`config.mk`:
```
export PLATFORM = sky130hd
export DESIGN_NAME = tea_cfg_regs
export DESIGN_NICKNAME = d
export VERILOG_FILES = /design/src/design/touch_event_assembler_affine_top_defines.svh /design/src/design/tea_pkg.sv /design/src/design/tea_cfg_regs.sv
export SDC_FILE = /design/constraint.sdc
export NUM_CORES = 1
export LEC_CHECK = 0
export BUFFER_PORTS_ARGS = -buffer_cell sky130_fd_sc_hd__buf_4
export CORE_AREA = 4 4 122 124
export CTS_CLUSTER_DIAMETER = 120
export DETAILED_ROUTE_END_ITERATION = 7
export DIE_AREA = 0 0 126 128
export PLACE_DENSITY = 0.83
export SETUP_SLACK_MARGIN = 0.1
export SLEW_MARGIN = 20
export SYNTH_ARGS = -nofsm -noshare
export SYNTH_HDL_FRONTEND = slang
export SYNTH_SLANG_ARGS = --single-unit
```
`constraint.sdc`:
```
create_clock -name clk -period 1.6 [get_ports clk]
set_clock_uncertainty 0.2 [all_clocks]
set_input_delay 0.32 -clock clk [delete_from_list [all_inputs] [get_ports clk]]
set_output_delay 0.32 -clock clk [all_outputs]
set_load 0.01 [all_outputs]
```
`src/design/touch_event_assembler_affine_top_defines.svh`:
```
// Assertion macros for the touch event assembler.
// Included by modules that carry concurrent checks; no other dependencies.
`ifndef TOUCH_EVENT_ASSEMBLER_AFFINE_TOP_DEFINES_SVH
`define TOUCH_EVENT_ASSEMBLER_AFFINE_TOP_DEFINES_SVH
`ifndef SYNTHESIS
`define TEA_ASSERT_SAME(lbl, ck, rn, ante, cons) \
	lbl: assert property (@(posedge ck) disable iff (!rn) (ante) |-> (cons)) \
		else $error("tea check failed");
`define TEA_ASSERT_NEXT(lbl, ck, rn, ante, cons) \
	lbl: assert property (@(posedge ck) disable iff (!rn) (ante) |=> (cons)) \
		else $error("tea check failed");
`else
`define TEA_ASSERT_SAME(lbl, ck, rn, ante, cons)
`define TEA_ASSERT_NEXT(lbl, ck, rn, ante, cons)
`endif
`endif

```
`src/design/tea_pkg.sv`:
```
// Shared types, event codes and helpers for the touch event assembler.
// No dependencies.
package tea_pkg;
	localparam int PANEL_SIZE = 4096;

	localparam logic [15:0] EV_SYN       = 16'h0000;
	localparam logic [15:0] EV_KEY       = 16'h0001;
	localparam logic [15:0] EV_ABS       = 16'h0003;
	localparam logic [15:0] KEY_CONTACT  = 16'h014a;
	localparam logic [15:0] ABS_X        = 16'h0000;
	localparam logic [15:0] ABS_Y        = 16'h0001;
	localparam logic [15:0] ABS_PRESS    = 16'h0018;

	localparam int CFG_IDX_W = 3;
	localparam logic [CFG_IDX_W-1:0] CFG_CORRECT_ENABLE = 3'd0;
	localparam logic [CFG_IDX_W-1:0] CFG_X_FROM_X       = 3'd1;
	localparam logic [CFG_IDX_W-1:0] CFG_X_FROM_Y       = 3'd2;
	localparam logic [CFG_IDX_W-1:0] CFG_X_OFFSET       = 3'd3;
	localparam logic [CFG_IDX_W-1:0] CFG_Y_FROM_X       = 3'd4;
	localparam logic [CFG_IDX_W-1:0] CFG_Y_FROM_Y       = 3'd5;
	localparam logic [CFG_IDX_W-1:0] CFG_Y_OFFSET       = 3'd6;

	typedef enum logic [1:0] {
		ST_NONE = 2'd0,
		ST_DOWN = 2'd1,
		ST_UP   = 2'd2
	} contact_state_t;

	typedef struct packed {
		logic               correct_enable;
		logic signed [31:0] x_from_x;
		logic signed [31:0] x_from_y;
		logic signed [31:0] x_offset;
		logic signed [31:0] y_from_x;
		logic signed [31:0] y_from_y;
		logic signed [31:0] y_offset;
	} cfg_t;

	typedef struct packed {
		logic [15:0]        event_type;
		logic [15:0]        event_code;
		logic signed [31:0] event_value;
	} event_t;

	typedef struct packed {
		contact_state_t     contact_state;
		logic signed [15:0] coord_x;
		logic signed [15:0] coord_y;
		logic signed [31:0] pressure;
	} result_t;

	function automatic logic signed [15:0] sat16_of32(input logic signed [31:0] v);
		logic signed [15:0] r;
		if (v > 32'sd32767) begin
			r = 16'sh7fff;
		end else if (v < -32'sd32768) begin
			r = 16'sh8000;
		end else begin
			r = v[15:0];
		end
		return r;
	endfunction
endpackage

```
`src/design/tea_cfg_regs.sv`:
```
// Configuration register file for the touch event assembler.
// Depends on tea_pkg.
module tea_cfg_regs
	import tea_pkg::*;
(
	input  logic                 clk,
	input  logic                 arst_n,
	input  logic                 wr_en,
	input  logic [CFG_IDX_W-1:0] wr_index,
	input  logic [31:0]          wr_data,
	output cfg_t                 cfg
);
	cfg_t cfg_q;

	always_ff @(posedge clk or negedge arst_n) begin
		if (!arst_n) begin
			cfg_q.correct_enable <= 1'b0;
			cfg_q.x_from_x       <= 32'sd65536;
			cfg_q.x_from_y       <= '0;
			cfg_q.x_offset       <= '0;
			cfg_q.y_from_x       <= '0;
			cfg_q.y_from_y       <= 32'sd65536;
			cfg_q.y_offset       <= '0;
		end else if (wr_en) begin
			case (wr_index)
				CFG_CORRECT_ENABLE: cfg_q.correct_enable <= wr_data[0];
				CFG_X_FROM_X:       cfg_q.x_from_x       <= wr_data;
				CFG_X_FROM_Y:       cfg_q.x_from_y       <= wr_data;
				CFG_X_OFFSET:       cfg_q.x_offset       <= wr_data;
				CFG_Y_FROM_X:       cfg_q.y_from_x       <= wr_data;
				CFG_Y_FROM_Y:       cfg_q.y_from_y       <= wr_data;
				CFG_Y_OFFSET:       cfg_q.y_offset       <= wr_data;
				default: ;
			endcase
		end
	end

	assign cfg = cfg_q;
endmodule

```
==> metrics.cfg <==
[pwr]
power.leakage_nw=5.66
power_density_nw_per_um2=1410
p_clk_share_pct=25.5
combPwrFrac_pct=33.1
p_total_mw=16.6
swShare_pct=27.8
ir_drop_mv=0.852
internal-power_mw=12.0
p_switching_mw=4.61
seq_power_share_pct=41.4

[drt]
antenna_left=0
wl_per_cell_um=23.3
drt-pass1-iter-count=4
via_per_inst=5.27
vias=5087
drcViolationCount=0
drt_iter0_drc=350
finalWirelength_um=22600

[floorplanning]
io_pins=231
die_h_um=128
die_w_um=126
initial_core_util_pct=53.9
core-area_um2=13800
fp.dieArea_um2=16100
rows=43

[clock_network]
cts-root-buf=clkbuf_16
clkSlewWorstSetupHoldPaths_ns=0.07
cts_tree=built
clock_latency_ns=0.41
htree_levels=4
cts.sink_count=193
clockBufferDepth=2
cts-buffers-inserted=17

[logic_synthesis]
ys_seq_elements=193
synth_top_area_cell=dfrtp_1
netlist_instances=415
yosysUniqueCellTypes=13
seq_area_frac_synth_pct=65.1
yosysTopAreaCellShare_pct=64.4
synth_warnings=0
synth_nets=453
syn_area_um2=7430
syn_avg_cell_area_um2=17.9
synth_area_leaders=dfrtp_1, mux2_2, mux2_1

[finish]
final_area_um2=11700
final_cell_mix=dfrtp_1, buf_4, buf_6
final_util_pct=85.1
fin_nets=811
antenna_cells=0
final_common_cell=dfrtp_1
layout-drive-gt1-share_pct=70.7
fill_cells=584
largest_reg_flops=193
area_delta_synth_final_pct=57.8

[sta]
layout_setup_ws_ns=-0.0120
period_needed_ns=1.61
fmax_mhz=620
fin_crit_sh_pct=101
slew_violations=0
setup_viol=1
slew_headroom_pct=78.7
hold_viol=0
tightest_slew_ns=0.315
rsz0062_at_grt=true

[setup_path]
slowest_delay_ns=0.56
crit_path_top_delay_cell=dfstp_2
path_cells=buf_6
critical_path.top_delay_family=flip-flops
required_ns=1.08
cp.arrival_ns=1.09
path_class=flip-flop to output port
critPathBufInv=1
start_kind=flip-flop
cp-end-kind=output port
cp_max_fo=2

[grt]
overflow=0
grt_pass1_wl_um=31200
grt_max_degree=48
first_global_vias=5402
grt_usage_pct=25.2
antenna_found_initial=0

[run_status]
outcome=finished, violations left
failed_checks=setup timing

[place]
gp_congestion=0.783
dpl_cell_area_um2=9620
io_buffers=230
place_hpwl_um=12800

[run]
max-cap-violations=0

[min_path]
hold_class=input pin to flip-flop

## final cells by class
type                    count  area [um2]  area share (%)
well taps                 180         225            1.92
clock buffers              23         478            4.08
multi-input cells         200        2610            22.3
clock inverters             9         108           0.918
repair buffers            361        3470            29.6
flip-flops and latches    193        4830            41.2
## layer usage
metal	GRT usage [%]	vias to the layer above	part of all wire (%)
met5	0	-	0
met4	7.76	0	2.0
met3	7.17	36	5.9
met2	43.9	184	53
met1	30.7	2670	39
li1	-	2197	-
## cell families (layout without fill, tap and decap cells)
group | Yosys count | in the layout | share of synthesized area [%]
multiplexers | 193 | 193 | 30.8
buffers and inverters | 22 | 393 | 3.24
flip-flops | 193 | 193 | 65.1
AND/OR/NAND/NOR | 7 | 7 | 0.910
## final timing paths
path,from,to,slack (ns),depth (start not counted)
setup / recovery,cfg[176],cfg[176],-0.01,1
hold / removal,wr_data[0],cfg[160],0.04,2
setup reg to reg,cfg[162],cfg[162],0.35,3
hold reg to reg,cfg[100],cfg[100],0.31,1
max in group asynchronous,arst_n,cfg[48],0.49,3
min in group asynchronous,arst_n,cfg[105],0.12,2
## through the flow
step | worst slack (ns) | hold WS, ns | cells | setup TNS, ns
floorplan | 0.0495 | -0.176 | 415 | 0
global placement | -0.198 | -0.0112 | 818 | -18.46
detailed placement | -0.221 | -0.00487 | 818 | -24.19
CTS | -0.0273 | 0.00777 | 917 | -0.0273
global route | -0.0369 | 0.0275 | 966 | -0.0593
finish | -0.0120 | 0.0354 | 966 | -0.0120
## power by group through the flow
stage          combinational (mW)  clock [mW]  sequential (mW)
4_1_cts                      4.63        4.24             6.67
3_5_place_dp                 4.12           0             6.72
6_report                     5.48        4.23             6.86
5_1_grt                      5.77        4.53             6.95
3_3_place_gp                 4.02           0             6.65
2_1_floorplan                1.32           0             7.09
## worst reg2reg max path, delay by kind of cell (launching register included)
family                 cells  cell delay (ns)
buffers and inverters      2             0.26
flip-flops                 1             0.41
multiplexers               1             0.27
## synthesized netlist by cell type (all sizes together)
| library cell | number |
|---|---|
| mux2 | 193 |
| dfrtp | 191 |
| buf | 22 |
| nand4b | 3 |
| dfstp | 2 |
| nor4bb | 2 |
| and4bb | 1 |
| nor4b | 1 |
## timing repair
action / CTS / global route
resized for setup: 39 / 111
endpoints found under the hold margin: 372 / 0
hold buffers: 32 / 0
buffers inserted: 35 / 49
setup endpoints to repair: 67 / 167
Power figures use the tool's default switching activity.
